$ cat src/icmp_prc_pkg.sv
package icmp_prc_pkg;

    localparam int MAX_PACKET_BYTES = 1500;
    localparam int CNT_W            = 11;
    localparam int HLEN_W           = 6;
    localparam int PORT_W           = 16;
    localparam int CFG_IDX_W        = 1;
    localparam int FIFO_DEPTH       = 2;
    localparam int FIFO_PTR_W       = $clog2(FIFO_DEPTH);
    localparam int FIFO_CNT_W       = $clog2(FIFO_DEPTH + 1);

    localparam logic [7:0] TYPE_TIME_EXCEEDED    = 8'd11;
    localparam logic [7:0] TYPE_UNREACHABLE      = 8'd3;
    localparam logic [7:0] CODE_IN_TRANSIT       = 8'd0;
    localparam logic [7:0] CODE_PORT_UNREACHABLE = 8'd3;
    localparam logic [7:0] PROTO_UDP             = 8'd17;

    localparam logic [CFG_IDX_W-1:0] CFG_SOURCE_PORT = 1'b0;
    localparam logic [CFG_IDX_W-1:0] CFG_DEST_BASE   = 1'b1;

    localparam logic [PORT_W-1:0] DEST_BASE_RESET = 16'd33434;

    localparam logic [1:0] VERDICT_NONE        = 2'd0;
    localparam logic [1:0] VERDICT_ROUTER      = 2'd1;
    localparam logic [1:0] VERDICT_REACHED     = 2'd2;
    localparam logic [1:0] VERDICT_UNREACHABLE = 2'd3;

    // one finished packet, as captured by the front end
    typedef struct packed {
        logic [CNT_W-1:0]  n_bytes;
        logic [HLEN_W-1:0] outer_len;
        logic [7:0]        msg_type;
        logic [7:0]        msg_code;
        logic [HLEN_W-1:0] inner_len;
        logic [7:0]        inner_proto;
        logic [PORT_W-1:0] udp_src;
        logic [PORT_W-1:0] udp_dst;
        logic [PORT_W-1:0] seq;
    } pkt_rec_t;

endpackage

$ cat src/icmp_prc_front.sv
module icmp_prc_front
(
    input  logic                     clk,
    input  logic                     rst_n,
    input  logic                     accept,
    input  logic [7:0]               data_byte,
    input  logic                     last_byte,
    input  logic [15:0]              probe_seq,
    output logic                     push,
    output icmp_prc_pkg::pkt_rec_t   rec
);

    localparam int CW = icmp_prc_pkg::CNT_W;
    localparam int HW = icmp_prc_pkg::HLEN_W;
    localparam int PW = icmp_prc_pkg::PORT_W;

    logic [CW-1:0] count_reg, count_next;
    logic [HW-1:0] ohl_reg, ohl_next;
    logic [7:0]    type_reg, type_next;
    logic [7:0]    code_reg, code_next;
    logic [HW-1:0] ihl_reg, ihl_next;
    logic [7:0]    proto_reg, proto_next;
    logic [PW-1:0] src_reg, src_next;
    logic [PW-1:0] dst_reg, dst_next;
    logic [PW-1:0] seq_reg, seq_next;

    logic          in_range;
    logic          first;
    logic [HW-1:0] h1;
    logic [CW-1:0] base2;
    logic [CW-1:0] ports;
    logic [CW-1:0] n_bytes;
    logic [HW-1:0] ohl_upd, ihl_upd;
    logic [7:0]    type_upd, code_upd, proto_upd;
    logic [PW-1:0] src_upd, dst_upd, seq_upd;
    logic          take;

    assign in_range = count_reg < CW'(icmp_prc_pkg::MAX_PACKET_BYTES);
    assign first    = count_reg == '0;
    assign take     = accept && in_range;
    assign n_bytes  = in_range ? count_reg + CW'(1) : count_reg;

    always_comb
    begin
        // first byte clears every other capture, takes the probe sequence and sets the outer length at once
        ohl_upd   = first ? {data_byte[3:0], 2'b00} : ohl_reg;
        seq_upd   = first ? probe_seq : seq_reg;
        type_upd  = first ? 8'd0 : type_reg;
        code_upd  = first ? 8'd0 : code_reg;
        ihl_upd   = first ? '0 : ihl_reg;
        proto_upd = first ? 8'd0 : proto_reg;
        src_upd   = first ? '0 : src_reg;
        dst_upd   = first ? '0 : dst_reg;

        h1    = ohl_upd;
        base2 = CW'(h1) + CW'(8);

        if (count_reg == CW'(h1))
        begin
            type_upd = data_byte;
        end
        if (count_reg == CW'(h1) + CW'(1))
        begin
            code_upd = data_byte;
        end
        if (count_reg == base2)
        begin
            ihl_upd = {data_byte[3:0], 2'b00};
        end
        if (count_reg == base2 + CW'(9))
        begin
            proto_upd = data_byte;
        end

        ports = base2 + CW'(ihl_upd);
        if (count_reg == ports)
        begin
            src_upd = {data_byte, src_upd[7:0]};
        end
        if (count_reg == ports + CW'(1))
        begin
            src_upd = {src_upd[15:8], data_byte};
        end
        if (count_reg == ports + CW'(2))
        begin
            dst_upd = {data_byte, dst_upd[7:0]};
        end
        if (count_reg == ports + CW'(3))
        begin
            dst_upd = {dst_upd[15:8], data_byte};
        end
    end

    always_comb
    begin
        ohl_next   = take ? ohl_upd   : ohl_reg;
        type_next  = take ? type_upd  : type_reg;
        code_next  = take ? code_upd  : code_reg;
        ihl_next   = take ? ihl_upd   : ihl_reg;
        proto_next = take ? proto_upd : proto_reg;
        src_next   = take ? src_upd   : src_reg;
        dst_next   = take ? dst_upd   : dst_reg;
        seq_next   = take ? seq_upd   : seq_reg;

        count_next = count_reg;
        if (accept)
        begin
            count_next = last_byte ? '0 : n_bytes;
        end
    end

    always_ff @(posedge clk or negedge rst_n)
    begin
        if (!rst_n)
        begin
            count_reg <= '0;
            ohl_reg   <= '0;
            type_reg  <= '0;
            code_reg  <= '0;
            ihl_reg   <= '0;
            proto_reg <= '0;
            src_reg   <= '0;
            dst_reg   <= '0;
            seq_reg   <= '0;
        end
        else
        begin
            count_reg <= count_next;
            ohl_reg   <= ohl_next;
            type_reg  <= type_next;
            code_reg  <= code_next;
            ihl_reg   <= ihl_next;
            proto_reg <= proto_next;
            src_reg   <= src_next;
            dst_reg   <= dst_next;
            seq_reg   <= seq_next;
        end
    end

    assign push = accept && last_byte;

    always_comb
    begin
        rec.n_bytes     = n_bytes;
        rec.outer_len   = ohl_next;
        rec.msg_type    = type_next;
        rec.msg_code    = code_next;
        rec.inner_len   = ihl_next;
        rec.inner_proto = proto_next;
        rec.udp_src     = src_next;
        rec.udp_dst     = dst_next;
        rec.seq         = seq_next;
    end

endmodule

$ cat src/icmp_prc_fifo.sv
module icmp_prc_fifo
(
    input  logic                     clk,
    input  logic                     rst_n,
    input  logic                     push,
    input  icmp_prc_pkg::pkt_rec_t   push_rec,
    output logic                     full,
    input  logic                     pop,
    output logic                     not_empty,
    output icmp_prc_pkg::pkt_rec_t   pop_rec
);

    localparam int PTR_W = icmp_prc_pkg::FIFO_PTR_W;
    localparam int CNT_W = icmp_prc_pkg::FIFO_CNT_W;

    icmp_prc_pkg::pkt_rec_t mem_reg [icmp_prc_pkg::FIFO_DEPTH];

    logic [PTR_W-1:0] wr_ptr_reg, wr_ptr_next;
    logic [PTR_W-1:0] rd_ptr_reg, rd_ptr_next;
    logic [CNT_W-1:0] fill_reg, fill_next;
    logic             do_push, do_pop;

    assign full      = fill_reg == CNT_W'(icmp_prc_pkg::FIFO_DEPTH);
    assign not_empty = fill_reg != '0;
    assign do_push   = push && !full;
    assign do_pop    = pop && not_empty;
    assign pop_rec   = mem_reg[rd_ptr_reg];

    always_comb
    begin
        wr_ptr_next = do_push ? wr_ptr_reg + PTR_W'(1) : wr_ptr_reg;
        rd_ptr_next = do_pop  ? rd_ptr_reg + PTR_W'(1) : rd_ptr_reg;
        fill_next   = fill_reg;
        if (do_push && !do_pop)
        begin
            fill_next = fill_reg + CNT_W'(1);
        end
        else if (do_pop && !do_push)
        begin
            fill_next = fill_reg - CNT_W'(1);
        end
    end

    always_ff @(posedge clk)
    begin
        if (do_push)
        begin
            mem_reg[wr_ptr_reg] <= push_rec;
        end
    end

    always_ff @(posedge clk or negedge rst_n)
    begin
        if (!rst_n)
        begin
            wr_ptr_reg <= '0;
            rd_ptr_reg <= '0;
            fill_reg   <= '0;
        end
        else
        begin
            wr_ptr_reg <= wr_ptr_next;
            rd_ptr_reg <= rd_ptr_next;
            fill_reg   <= fill_next;
        end
    end

endmodule

$ cat src/icmp_prc_back.sv
module icmp_prc_back
(
    input  logic                                    clk,
    input  logic                                    rst_n,
    input  logic                                    cfg_we,
    input  logic [icmp_prc_pkg::CFG_IDX_W-1:0]      cfg_index,
    input  logic [icmp_prc_pkg::PORT_W-1:0]         cfg_data,
    input  logic                                    rec_valid,
    input  icmp_prc_pkg::pkt_rec_t                  rec,
    output logic                                    pop,
    output logic                                    out_valid,
    input  logic                                    out_ready,
    output logic [1:0]                              verdict,
    output logic [7:0]                              icmp_code_out
);

    localparam int CW = icmp_prc_pkg::CNT_W;
    localparam int PW = icmp_prc_pkg::PORT_W;

    logic [PW-1:0] src_port_reg, src_port_next;
    logic [PW-1:0] dst_base_reg, dst_base_next;
    logic          valid_reg, valid_next;
    logic [1:0]    verdict_reg, verdict_next;
    logic [7:0]    code_reg, code_next;

    logic          long_enough;
    logic [CW-1:0] icmp_len;
    logic          te, un, len_ok, match;
    logic [PW-1:0] want_dst;
    logic [1:0]    v;
    logic [7:0]    c;

    always_comb
    begin
        src_port_next = src_port_reg;
        dst_base_next = dst_base_reg;
        if (cfg_we)
        begin
            unique case (cfg_index)
                icmp_prc_pkg::CFG_SOURCE_PORT: src_port_next = cfg_data;
                icmp_prc_pkg::CFG_DEST_BASE:   dst_base_next = cfg_data;
                default: ;
            endcase
        end
    end

    always_comb
    begin
        long_enough = {1'b0, rec.n_bytes} >= (CW+1)'(rec.outer_len) + (CW+1)'(8);
        icmp_len    = rec.n_bytes - CW'(rec.outer_len);
        te          = rec.msg_type == icmp_prc_pkg::TYPE_TIME_EXCEEDED &&
                      rec.msg_code == icmp_prc_pkg::CODE_IN_TRANSIT;
        un          = rec.msg_type == icmp_prc_pkg::TYPE_UNREACHABLE;
        len_ok      = icmp_len >= CW'(28) && icmp_len >= CW'(rec.inner_len) + CW'(12);
        want_dst    = dst_base_reg + rec.seq;
        match       = rec.inner_proto == icmp_prc_pkg::PROTO_UDP &&
                      rec.udp_src == src_port_reg && rec.udp_dst == want_dst;

        v = icmp_prc_pkg::VERDICT_NONE;
        c = 8'd0;
        if (long_enough && (te || un) && len_ok && match)
        begin
            if (te)
            begin
                v = icmp_prc_pkg::VERDICT_ROUTER;
            end
            else if (rec.msg_code == icmp_prc_pkg::CODE_PORT_UNREACHABLE)
            begin
                v = icmp_prc_pkg::VERDICT_REACHED;
            end
            else
            begin
                v = icmp_prc_pkg::VERDICT_UNREACHABLE;
                c = rec.msg_code;
            end
        end
    end

    // output register refills in the cycle it is drained
    assign pop = rec_valid && (!valid_reg || out_ready);

    always_comb
    begin
        valid_next   = valid_reg;
        verdict_next = verdict_reg;
        code_next    = code_reg;
        if (pop)
        begin
            valid_next   = 1'b1;
            verdict_next = v;
            code_next    = c;
        end
        else if (out_ready)
        begin
            valid_next = 1'b0;
        end
    end

    always_ff @(posedge clk or negedge rst_n)
    begin
        if (!rst_n)
        begin
            src_port_reg <= '0;
            dst_base_reg <= icmp_prc_pkg::DEST_BASE_RESET;
            valid_reg    <= 1'b0;
        end
        else
        begin
            src_port_reg <= src_port_next;
            dst_base_reg <= dst_base_next;
            valid_reg    <= valid_next;
        end
    end

    always_ff @(posedge clk)
    begin
        verdict_reg <= verdict_next;
        code_reg    <= code_next;
    end

    assign out_valid     = valid_reg;
    assign verdict       = verdict_reg;
    assign icmp_code_out = code_reg;

endmodule

$ cat src/icmp_probe_reply_classifier.sv
// Throughput: one byte per cycle; in_ready drops only while both queue slots hold
//   finished packets that the output side has not yet taken.
// Path: the last byte's transfer writes the packet into the queue; the classify stage then loads it
//   into the output register, raising out_valid, once that register is empty or being drained.
// Reset: rst_n clears counters, captures, queue and output valid; source_port resets
//   to 0 and dest_port_base to 33434.
module icmp_probe_reply_classifier
(
    input  logic                                clk,
    input  logic                                rst_n,
    input  logic                                cfg_we,
    input  logic [icmp_prc_pkg::CFG_IDX_W-1:0]  cfg_index,
    input  logic [icmp_prc_pkg::PORT_W-1:0]     cfg_data,
    input  logic                                in_valid,
    output logic                                in_ready,
    input  logic [7:0]                          data_byte,
    input  logic                                last_byte,
    input  logic [15:0]                         probe_seq,
    output logic                                out_valid,
    input  logic                                out_ready,
    output logic [1:0]                          verdict,
    output logic [7:0]                          icmp_code_out
);

    icmp_prc_pkg::pkt_rec_t push_rec, pop_rec;
    logic push, full, pop, not_empty, accept;

    assign in_ready = !full;
    assign accept   = in_valid && in_ready;

    icmp_prc_front u_front
    (
        .clk       (clk),
        .rst_n     (rst_n),
        .accept    (accept),
        .data_byte (data_byte),
        .last_byte (last_byte),
        .probe_seq (probe_seq),
        .push      (push),
        .rec       (push_rec)
    );

    icmp_prc_fifo u_fifo
    (
        .clk       (clk),
        .rst_n     (rst_n),
        .push      (push),
        .push_rec  (push_rec),
        .full      (full),
        .pop       (pop),
        .not_empty (not_empty),
        .pop_rec   (pop_rec)
    );

    icmp_prc_back u_back
    (
        .clk           (clk),
        .rst_n         (rst_n),
        .cfg_we        (cfg_we),
        .cfg_index     (cfg_index),
        .cfg_data      (cfg_data),
        .rec_valid     (not_empty),
        .rec           (pop_rec),
        .pop           (pop),
        .out_valid     (out_valid),
        .out_ready     (out_ready),
        .verdict       (verdict),
        .icmp_code_out (icmp_code_out)
    );

endmodule

$ cat config.mk
export PLATFORM = sky130hd
export DESIGN_NAME = icmp_probe_reply_classifier
export DESIGN_NICKNAME = d
export VERILOG_FILES = /design/src/icmp_prc_pkg.sv /design/src/icmp_prc_front.sv /design/src/icmp_prc_fifo.sv /design/src/icmp_prc_back.sv /design/src/icmp_probe_reply_classifier.sv
export SDC_FILE = /design/constraint.sdc
export NUM_CORES = 1
export LEC_CHECK = 0
export BUFFER_PORTS_ARGS = -buffer_cell sky130_fd_sc_hd__buf_2
export CAP_MARGIN = 20
export CELL_PAD_IN_SITES_DETAIL_PLACEMENT = 1
export CELL_PAD_IN_SITES_GLOBAL_PLACEMENT = 2
export CORE_MARGIN = 8
export CORE_UTILIZATION = 48
export CTS_BUF_LIST = sky130_fd_sc_hd__clkbuf_16
export DETAILED_ROUTE_END_ITERATION = 12
export GPL_TIMING_DRIVEN = 0
export PLACE_DENSITY = 0.95
export SLEW_MARGIN = 25
export SYNTH_ARGS = -nofsm -noshare
export SYNTH_HDL_FRONTEND = slang
export SYNTH_SLANG_ARGS = --single-unit
$ cat constraint.sdc
create_clock -name clk -period 16.6 [get_ports clk]
set_clock_uncertainty 0.15 [all_clocks]
set_input_delay 1.66 -clock clk [delete_from_list [all_inputs] [get_ports clk]]
set_output_delay 1.66 -clock clk [all_outputs]
set_load 0.005 [all_outputs]
==> metrics.md, run 1 <==
| Metric | Value |
|---|---|
| Hold Path Depth | `1` |
| Hold Startpoint | `u_front.seq_reg[15]` |
| FFs w/ async S/R, synth | `between 30% and 40%` |
| WL/cell | `~25 microns` |
| Largest cells by area after synthesis | `edfxtp_1 (38%), dfrtp_1 (20%), mux2_2 (6.2%)` |
| Status | `finished, final reports clean` |
| Setup-failing EPs final | `0` |
| CP bufs+invs | `4` |
| Register-to-register setup slack | `about 9 ns` |
| Cell family with most CP delay | `simple AND/OR/NAND/NOR gates` |
| CP Data Arrival Time | `7.89 ns` |
| Postcts setup bufs | `0` |
| CTS root buffer | `clkbuf_16` |
| Final Hold Fails | `0` |
| Mean Syn Cell Area | `about 13 sq um` |
| Sequential element share of the synthesized area | `just under 60%` |
| Port bufs | `57` |
| Count leader, synth | `edfxtp_1` |
| Initial core utilization | `approximately 49%` |
| Fmax | `around 130 MHz` |
| Post-CTS Resized | `0` |
| Clk_lat worst skew | `0.54 ns` |
| Cells after synthesis | `about 1200` |
| Initial DRC count | `between 700 and 800` |
| Endpoint of the worst hold path | `u_front.seq_reg[15]` |
| Clock-pin slew on the worst setup and hold paths | `around 0.060 ns` |
| Drt total wl | `roughly 45 mm` |
| Hold WC Path Type | `reg -> reg` |
| Layout Nets | `1392` |
| Slew Viols, Final | `0` |
| Share of cells above drive strength 1 | `a little under a fifth` |
| CTS tree | `built` |
| Max transition margin | `about 37%` |
| Chip Width | `around 200 microns` |
| FF-to-FF End | `u_back.verdict[0]` |
| DR pass1 iterations | `5` |
| Startpoint Class | `input pin` |
| Largest net degree at the start of global routing | `87` |
| Yosys warnings | `0` |
| Layout fillers | `about 3200` |
| Max Cap Viol | `0` |
| Vias in the first global route | `about 11000` |
| Routability cong. | `approximately 0.85` |
| Critical path class | `in -> reg` |
| CP cell instances | `buf_2 -> inv_1 -> nor2_1 -> a21oi_1 -> ha_1 -> xnor2_1 -> nor3_1 -> nand3_1 -> clkbuf_1 -> and3_1 -> ha_1 -> inv_1 -> fa_1 -> nand2b_1 -> a21oi_1 -> xor2_1 -> xnor2_1 -> nor4b_1 -> a31oi_1 -> nor3b_1 -> nand4_1 -> mux2_2` |
| P per Cell Area | `between 150 and 200 mW/mm^2` |
| Sinks on Clock Net | `332` |
| Number of flops mapped to enable cells by yosys | `200` |
| Commonest cells in the netlist | `edfxtp_1 (200), dfrtp_1 (126), mux2_2 (87)` |
| Required @ worst endpoint | `roughly 17 ns` |
| Num rows | `66` |
| RR Startpoint | `u_fifo.rd_ptr_reg` |
| H-tree lvl count | `2` |
| Post-DP HPWL | `around 30 mm` |
| Crit. End Element | `flip-flop` |
| Crit-path slowest cell | `nand4_1` |
| Largest register FFs | `190` |
| Flops & latches, synth | `roughly 330` |
| Tightest Pin Transition | `about 0.95 ns` |
| Synth-to-Final Area Change | `14.06%` |
| Total CTS buffers | `36` |
| CP max stage delay | `slightly above 0.6 ns` |
| Tot GR Track Use | `about 23%` |
| Overall Power | `approximately 3.4 mW` |
| Yosys top cell by area | `edfxtp_1` |
| Synth top area share | `a little under two fifths` |
| Post-synth net total | `between 1000 and 1500` |
| Final min period | `approximately 8 ns` |
| Post-DRT Antenna Nets | `0` |
| Post-synth cell types | `74` |
| Total grt overflow | `0` |
| Unrepaired setup endpoints after global routing | `no` |
| Die Span Y | `roughly 200 microns` |
| Worst VDD drop | `around 0.00010 V` |
| Initial antenna violation count | `0` |
| R2R depth | `20` |
| Critical Path Fanout Max | `10` |
| Crit share post-route | `a little under half` |
| Vias post-DR | `between 10000 and 15000` |
| Leak | `7.317 nW` |
| Post-route setup TNS | `0 ns` |
| Die area | `between 0.03 and 0.04 sq mm` |
| Vias per Instance | `approximately 5.9` |
| Synthesized cell area | `about 0.016 sq mm` |
| Io pins | `59` |
| Core area | `between 0.03 and 0.04 sq mm` |
| Hold Buf Count CTS | `0` |
| DRC violations left | `0` |
| Global-route wire length before repair | `between 60 and 70 mm` |
| Top_reg_cell synth | `edfxtp_1` |
| Clock Path Buffers | `3` |
## placed cells by master (no fill, tap or decap), types with 20 or more instances in the layout
cell / instances
xor2_1: 45
inv_1: 42
nand3_1: 20
nand2_1: 57
mux2_2: 87
xnor2_1: 48
mux2i_1: 72
edfxtp_1: 200
buf_2: 65
ha_1: 51
nor2b_1: 29
a21oi_1: 35
a22o_1: 21
nor2_1: 42
clkbuf_1: 21
o21ai_0: 60
nor3_1: 20
dfrtp_1: 126
clkbuf_16: 37
## how the worst max path moves through the flow
stage                         startpoint                     to  slack, ns  depth (start not counted)
floorplan                       in_valid   u_fifo.mem_reg[0][0]       9.80                          4
global placement                in_valid  u_fifo.mem_reg[0][13]       7.12                          5
detailed placement          data_byte[2]  u_fifo.mem_reg[0][36]       8.50                         22
CTS                    u_fifo.rd_ptr_reg      u_back.verdict[0]       8.71                         20
global route        u_front.count_reg[1]  u_fifo.mem_reg[1][34]       8.29                         25
finish                      data_byte[2]  u_fifo.mem_reg[0][37]       8.82                         22
## stage by stage
stage | std cells | instance area, sq um | utilization (%) | setup WS, ns | hold slack (ns)
2_1_floorplan | 1187 | 15800 | - | 9.799 | 0.3108
3_3_place_gp | 1686 | 16640 | 51.26 | 7.116 | 0.3251
3_5_place_dp | 1694 | 16860 | 51.96 | 8.499 | 0.3471
4_1_cts | 1760 | 18000 | 55.47 | 8.707 | 0.3606
5_1_grt | 1761 | 18020 | 55.51 | 8.293 | 0.3733
6_report | 1762 | 18020 | 55.52 | 8.823 | 0.3580
## layer usage
metal  track usage [%]  up-vias  routed length, microns  share of wire [%]
li1                  -     4643                       -                  -
met1             27.54     5313                   18040                 40
met2             40.65      296                   22770                 51
met3             3.254       96                    2017                4.5
met4             10.14        0                    1850                4.1
met5                 0        -                       0                  0
## kinds of logic (layout without fill, tap and decap cells)
logic type               count (synthesis)  after routing  synth area share, %
AO/OA/AOI/OAI                          195            195                8.205
XOR/XNOR                                94             94                5.330
adder cells (fa/ha/maj)                 54             54                4.419
buffers and inverters                   75            207                1.996
flip-flops                             332            332                58.97
multiplexers                           173            173                11.94
other                                    0              1                    0
AND/OR/NAND/NOR                        264            264                9.132
## power by group
part / internal, mW / total (mW) / leakage, nW / switching, mW
combinational: 0.538 / 1.43 / 3.15 / 0.891
sequential: 1.09 / 1.17 / 3.57 / 0.0730
clock: 0.452 / 0.781 / 0.593 / 0.329
total: 2.08 / 3.38 / 7.32 / 1.29
## area by class of cell
cell class                 count  area [sq um]  share of cell area (%)
clock inverter                29         211.5                   1.174
multi-input combinational    780          6186                   34.33
tap                          442         553.0                   3.069
sequential                   332          9316                   51.70
timing repair buffer          66         508.0                   2.819
antenna                        1         2.502                 0.01389
clock buffer                  37         925.9                   5.139
buffer                        43         195.2                   1.083
inverter                      32         120.1                  0.6666
(Power assumes the default switching activity.)
==> run 2, diff against run 1 <==
- CORE_UTILIZATION: 48 -> 44
- PLACE_DENSITY: 0.95 -> 0.9
- clock period: 16.6 -> 7.4 ns (I/O delays scaled with it)
==> run 2 against run 1 <==
  * Sequential power is 120% higher
  * First-iteration DRC count is 27% lower
  * Clock power is 130% higher
  * Final area is 0.75% higher
  * Largest power group unchanged
  * Global-route usage is 2.9 points lower
  * Critical path depth is 3 lower
  * Final cell count is 1.2% higher
  * Register-to-register slack worse by 8.6 ns
==> metrics.md, run 2 (same netlist as run 1, synthesis figures left out) <==
| Metric | Value |
|---|---|
| Required @ worst endpoint | `7.52 ns (-9.19 ns)` |
| Crit. End Element | `flip-flop` |
| Most frequent CP cell | `buf_2` |
| Routability cong. | `0.8684 (+1.6%)` |
| Port bufs | `57 (unchanged)` |
| CP max stage delay | `0.66 ns (+0.05 ns)` |
| Most common cell after layout, fill and taps aside | `edfxtp_1` |
| Tot GR Track Use | `20.09% (-2.9 points)` |
| R2R depth | `19 (-5.0%)` |
| Worst Setup Slack, final | `0.2262 ns (-8.596 ns)` |
| Sinks on Clock Net | `332 (unchanged)` |
| Crit share post-route | `between 90% and 100%` |
| P per Cell Area | `420.7 mW/mm^2 (+120%)` |
| Crit-path slowest cell | `a2111oi_1` |
| CP cell instances | `buf_2 -> buf_4 -> buf_4 -> buf_2 -> buf_2 -> buf_2 -> buf_2 -> mux2i_1 -> inv_1 -> ha_1 -> a21o_1 -> and4_1 -> o31a_1 -> or2_2 -> a2111oi_0 -> or4_1 -> nor4_1 -> o311ai_2 -> a2111oi_1` |
| Vias in the first global route | `11160 (-1.6%)` |
| Leak | `7.367 nW (+0.68%)` |
| Setup-failing EPs final | `0 (unchanged)` |
| Critical path class | `reg -> reg` |
| Place WS | `-0.5552 ns (-9.054 ns)` |
| Final Hold Fails | `0 (unchanged)` |
| FF-to-FF End | `u_back.verdict[1]` |
| Layout Nets | `1396 (+0.29%)` |
| Drt total wl | `42.45 mm (-5.0%)` |
| CTS tree | `built` |
| Core area | `0.03548 sq mm (+9.3%)` |
| Chip Width | `205.5 microns (+4.1%)` |
| Vias post-DR | `10100 (-2.4%)` |
| Post-DP HPWL | `30.22 mm (-2.0%)` |
| Total CTS buffers | `36 (unchanged)` |
| Total grt overflow | `0 (unchanged)` |
| Register-to-register setup slack | `0.23 ns (-8.62 ns)` |
| Hold Startpoint | `out_ready` |
| Final min period | `7.174 ns` |
| CTS root buffer | `clkbuf_16` |
| Hold Path Depth | `3 (+2)` |
| Slew Viols, Final | `0 (unchanged)` |
| Tightest Pin Transition | `0.9489 ns (+0.0009133 ns)` |
| Largest register FFs | `190 (unchanged)` |
| Largest net degree at the start of global routing | `80 (-8.0%)` |
| Endpoint of the worst hold path | `u_back.out_valid` |
| Io pins | `59 (unchanged)` |
| CP Data Arrival Time | `7.29 ns (-0.60 ns)` |
| Worst VDD drop | `0.0003402 V (+240%)` |
| Overall Power | `7.637 mW (+130%)` |
| Initial core utilization | `44.52% (-4.2 points)` |
| Initial antenna violation count | `1 (+1)` |
| Hold WC Path Type | `in -> reg` |
| Clock-pin slew on the worst setup and hold paths | `0.07 ns (about the same)` |
| Post-DRT Antenna Nets | `0 (unchanged)` |
| Max transition margin | `36.74% (-0.061 points)` |
| Die area | `0.04222 sq mm (+8.3%)` |
| Synth-to-Final Area Change | `14.91%` |
| Initial DRC count | `542 (-27%)` |
| Share of cells above drive strength 1 | `20.12% (+1.3 points)` |
| Startpoint Class | `flip-flop` |
| Fmax | `around 140 MHz` |
| DRC violations left | `0 (unchanged)` |
| Clk_lat worst skew | `0.54 ns (about the same)` |
| Max Cap Viol | `0 (unchanged)` |
| Final Core Density | `51.16% (-4.4 points)` |
| Status | `finished, final reports clean` |
| H-tree lvl count | `2 (unchanged)` |
| Inserted Diodes | `0 (-1)` |
| Num rows | `69 (+4.5%)` |
| Clock Path Buffers | `3 (unchanged)` |
| Global-route wire length before repair | `65.41 mm (-4.6%)` |
| Vias per Instance | `5.665 (-3.5%)` |
| WL/cell | `23.81 microns (-6.1%)` |
| RR Startpoint | `u_fifo.rd_ptr_reg` |
| Most frequent cells in the layout | `edfxtp_1 (200), dfrtp_1 (126), mux2_2 (87), mux2i_1 (72), buf_2 (67)` |
| DR pass1 iterations | `7 (+2)` |
| Die Span Y | `205.5 microns (+4.1%)` |
| Critical Path Fanout Max | `19 (+9)` |
-- run 2: through the flow --
| stage | hold WS (ns) | instance area [sq um] | instances | TNS, ns |
|---|---|---|---|---|
| 3_3_place_gp | 0.3275 | 16660 | 1705 | -110.41 |
| 4_1_cts | 0.2978 | 18080 | 1780 | 0 |
| 2_1_floorplan | 0.2944 | 15800 | 1187 | 0 |
| 3_5_place_dp | 0.3333 | 16880 | 1713 | -7.746 |
| 5_1_grt | 0.3120 | 18150 | 1783 | -0.3157 |
| 6_report | 0.3082 | 18150 | 1783 | 0 |
-- run 2: area by class of cell --
type / instances / area (sq um)
repair buffers: 73 / 550.5
flip-flops and latches: 332 / 9316
fillers: 3566 / 17330
well taps: 461 / 576.8
clock inverters: 27 / 209.0
plain buffers: 40 / 187.7
clock buffers: 38 / 950.9
multi-input cells: 780 / 6242
inverters: 32 / 120.1
-- run 2: worst max path at each step --
stage                               startpoint                    end  cells after the start
after global placement                in_valid  u_fifo.mem_reg[0][10]                      5
after floorplan           u_front.count_reg[0]  u_fifo.mem_reg[0][20]                     25
after CTS                    u_fifo.rd_ptr_reg      u_back.verdict[1]                     19
final                        u_fifo.rd_ptr_reg      u_back.verdict[1]                     19
after global routing      u_front.count_reg[1]  u_fifo.mem_reg[0][46]                     23
after detailed placement     u_fifo.rd_ptr_reg      u_back.verdict[1]                     20
-- run 2: power breakdown --
group | leakage [nW] | internal (mW) | switching, mW | total, mW
Clock | 0.593 | 1.03 | 0.728 | 1.76
Sequential | 3.57 | 2.46 | 0.165 | 2.62
Combinational | 3.20 | 1.27 | 1.99 | 3.25
-- run 2: routing by layer --
metal	vias to the layer above	part of all wire [%]	global-route usage, %
li1	4648	-	-
met3	75	4.1	2.818
met2	226	51	35.38
met4	2	3.2	7.174
met1	5150	42	24.89
met5	-	0.028	0
-- run 2: timing repair --
action                                  4_1_cts  5_1_grt
hold endpoints to repair                     21        0
resized for setup                             5        8
buffers inserted                              2        5
endpoints found under the setup margin       47       85
hold buffers                                  1        0
pin swaps                                     1        1
-- run 2: critical path, delay by kind of cell (launching register included) --
kind	cells	cell delay, ns
mux	1	0.53
compound gates	5	1.51
buf+inv	8	2.51
fa+ha+maj	1	0.30
flops	1	0.35
simple gates	4	1.50
==> run 3, diff against run 2 <==
- CORE_UTILIZATION: 44 -> 45
- PLACE_DENSITY: 0.9 -> 0.92
- SYNTH_HIERARCHICAL: not set -> 1
==> run 3 against run 2 <==
  * Highest routed layer unchanged
  * Routed wire length grew 7.4%
  * Final cell count grew 6.5%
  * Critical path depth grew 8
  * Final area grew 6.2%
  * Global-route usage grew 0.63 points
  * Sequential share of layout area shrank 3.0 points
  * Power grew 5.6%
==> metrics.md, run 3 <==
| Metric | Value |
|---|---|
| Status | `finished, final reports clean` |
| Required @ worst endpoint | `7.51 ns (about the same)` |
| Worst Hold Margin | `0.3082 ns (-0.00006200 ns)` |
| Largest register FFs | `190 (unchanged)` |
| Dpl cell area | `0.01795 sq mm (+6.3%)` |
| Port bufs | `56 (-1.8%)` |
| Initial core utilization | `45.26% (+0.74 points)` |
| Post-DRT Antenna Nets | `0 (unchanged)` |
| Max Cap Viol | `0 (unchanged)` |
| Num rows | `71 (+2.9%)` |
| Top_reg_cell synth | `edfxtp_1` |
| Commonest cells in the netlist | `edfxtp_1 (200), dfrtp_1 (126), mux2_2 (108)` |
| Total grt overflow | `0 (unchanged)` |
| Io pins | `59 (unchanged)` |
| Chip Width | `209.7 microns (+2.1%)` |
| Total CTS buffers | `35 (-2.8%)` |
| Mean Syn Cell Area | `13.04 sq um (-2.0%)` |
| Final non-filler cell total | `1899 (+6.5%)` |
| Share of cells above drive strength 1 | `25.12% (+5.0 points)` |
| Initial DRC count | `801 (+48%)` |
| Synthesized cell area | `0.01689 sq mm (+6.9%)` |
| FFs w/ async S/R, synth | `39.76% (unchanged)` |
| Routability cong. | `0.8990 (+3.5%)` |
| Sinks on Clock Net | `332 (unchanged)` |
| Layout Nets | `1498 (+7.3%)` |
| Crit. End Element | `flip-flop` |
| Hold Startpoint | `cfg_data[9]` |
| Setup-failing EPs final | `0 (unchanged)` |
| H-tree lvl count | `2 (unchanged)` |
| Worst Setup SP | `u_front/count_reg[1]` |
| Slew Viols, Final | `0 (unchanged)` |
| Startpoint Class | `flip-flop` |
| Drt total wl | `45.58 mm (+7.4%)` |
| Flops & latches, synth | `332 (unchanged)` |
| CTS tree | `built` |
| Tot GR Track Use | `20.72% (+0.63 points)` |
| Clock Path Buffers | `3 (unchanged)` |
| Core area | `0.03731 sq mm (+5.2%)` |
| Crit share post-route | `95.22% (-1.7 points)` |
| DR pass1 iterations | `5 (-2)` |
| Largest net degree at the start of global routing | `87 (+8.8%)` |
| P per Cell Area | `418.3 mW/mm^2 (-0.56%)` |
| Sequential element share of the synthesized area | `55.17% (-3.8 points)` |
| Vias post-DR | `11000 (+8.9%)` |
| Yosys warnings | `6 (+6)` |
| DRC violations left | `0 (unchanged)` |
| Fmax | `141.9 MHz (+1.8%)` |
| Clk_lat worst skew | `0.53 ns (about the same)` |
| Most common cell after layout, fill and taps aside | `edfxtp_1` |
| Max transition margin | `31.32% (-5.4 points)` |
| Global-route wire length before repair | `70.90 mm (+8.4%)` |
| Yosys top cell by area | `edfxtp_1` |
| Inserted Diodes | `0 (unchanged)` |
| Final min period | `7.046 ns (-0.1276 ns)` |
| CTS root buffer | `clkbuf_16` |
| Post-route setup TNS | `0 ns (unchanged)` |
| Vias in the first global route | `12020 (+7.7%)` |
| Post-DP HPWL | `33.03 mm (+9.3%)` |
| Number of flops mapped to enable cells by yosys | `200 (unchanged)` |
| DP Cell Count | `1832 (+6.9%)` |
| Worst VDD drop | `0.0001739 V (-49%)` |
| Clock-pin slew on the worst setup and hold paths | `0.07 ns (about the same)` |
| Critical path class | `reg -> reg` |
| Unrepaired setup endpoints after global routing | `no` |
| Cells after synthesis | `1295 (+9.1%)` |
| Leak | `7.727 nW (+4.9%)` |
| CP Data Arrival Time | `7.15 ns (-0.14 ns)` |
| Die area | `0.04398 sq mm (+4.2%)` |
| Final Core Density | `51.65% (+0.49 points)` |
| Final Cell Area | `0.01927 sq mm (+6.2%)` |
| Hold WC Path Type | `in -> reg` |
| Synth top area share | `35.56% (-2.5 points)` |
| Largest cells by area after synthesis | `edfxtp_1 (36%), dfrtp_1 (19%), mux2_2 (7.2%)` |
| WL/cell | `24.00 microns (+0.82%)` |
| Count leader, synth | `edfxtp_1` |
| Vias per Instance | `5.793 (+2.2%)` |
| RR Startpoint | `u_front/count_reg[1]` |
| Final Hold Fails | `0 (unchanged)` |
| Critical Path Fanout Max | `10 (-9)` |
| Post-synth net total | `1395 (+8.3%)` |
| Synth-to-Final Area Change | `14.11%` |
| Die Span Y | `209.7 microns (+2.1%)` |
| Most frequent cells in the layout | `edfxtp_1 (200), dfrtp_1 (124), mux2_2 (108), nand2_1 (99), buf_2 (67)` |
| Post-synth cell types | `95 (+28%)` |
| Tightest Pin Transition | `1.030 ns (+0.08134 ns)` |
| Initial antenna violation count | `1 (unchanged)` |
==> run 3: kinds of logic after synthesis <==
kind of cell             share of synthesized area, %
multiplexers                                    13.51
XOR/XNOR                                        5.298
flip-flops                                      55.17
AND/OR/NAND/NOR                                 9.995
adder cells (fa/ha/maj)                         4.060
buffers and inverters                           3.341
AO/OA/AOI/OAI                                   8.624
==> run 3: where the power goes <==
group          internal [mW]  switching, mW
sequential              2.44          0.163
clock                  0.920          0.714
combinational           1.61           2.21
total                   4.98           3.08
==> run 3: worst paths after layout <==
kind / slack, ns / endpoint / cells past startpoint
hold / removal: 0.31 / u_back/dst_base_reg[9] / 2
min in group asynchronous: 0.54 / u_back/dst_base_reg[8] / 2
setup / recovery: 0.35 / u_fifo/mem_reg[1][23] / 27
setup reg to reg: 0.35 / u_fifo/mem_reg[1][23] / 27
max in group asynchronous: 5.71 / u_front/count_reg[0] / 3
hold reg to reg: 0.35 / u_back/out_valid / 2
==> run 3: what timing repair did <==
action	CTS	global route
pin swaps	1	3
hold buffers	1	0
endpoints found under the setup margin	96	96
buffers inserted	3	3
resized for setup	26	16
endpoints found under the hold margin	43	0
==> run 3: stage by stage <==
stage                     setup slack [ns]  total power, mW
after floorplan                     0.5180            5.273
after global placement              -1.647            6.049
after detailed placement            -1.066            6.263
after CTS                          0.01531            8.043
after global routing               0.01060            8.498
final                               0.3538            8.062
==> run 3: per-layer routing <==
| layer | up-vias | wire length [microns] | GRT usage, % |
|---|---|---|---|
| li1 | 5020 | - | - |
| met1 | 5630 | 19260 | 26.00 |
| met2 | 257 | 23110 | 36.13 |
| met3 | 91 | 1719 | 2.894 |
| met4 | 2 | 1481 | 7.485 |
| met5 | - | 8 | 0 |
==> run 3: area by class of cell <==
type / instances / area, sq um
timing repair buffer: 70 / 528.0
tap: 474 / 593.1
clock inverter: 28 / 162.7
multi-input combinational: 852 / 7212
buffer: 54 / 356.6
inverter: 53 / 198.9
clock buffer: 36 / 900.9
sequential: 332 / 9319
fill: 3741 / 18040
==> run 3: worst max-delay path, cell delays in order, from the launching register on <==
cell and delay, ns:
dfrtp_2 0.50, inv_1 0.12, ha_1 0.19, or4b_4 0.51
nor4_4 0.21, buf_4 0.20, buf_4 0.14, buf_6 0.16
mux2i_1 0.23, ha_1 0.33, xnor2_2 0.17, nor2_1 0.12
and4_1 0.22, buf_2 0.23, nand2_1 0.07, o21ai_1 0.19
ha_1 0.29, buf_2 0.20, o21ai_1 0.22, nor2_2 0.12
or2_1 0.22, buf_2 0.18, or3_1 0.36, a221o_1 0.32
o21a_1 0.10, or4_1 0.55, buf_4 0.25, mux2i_4 0.22
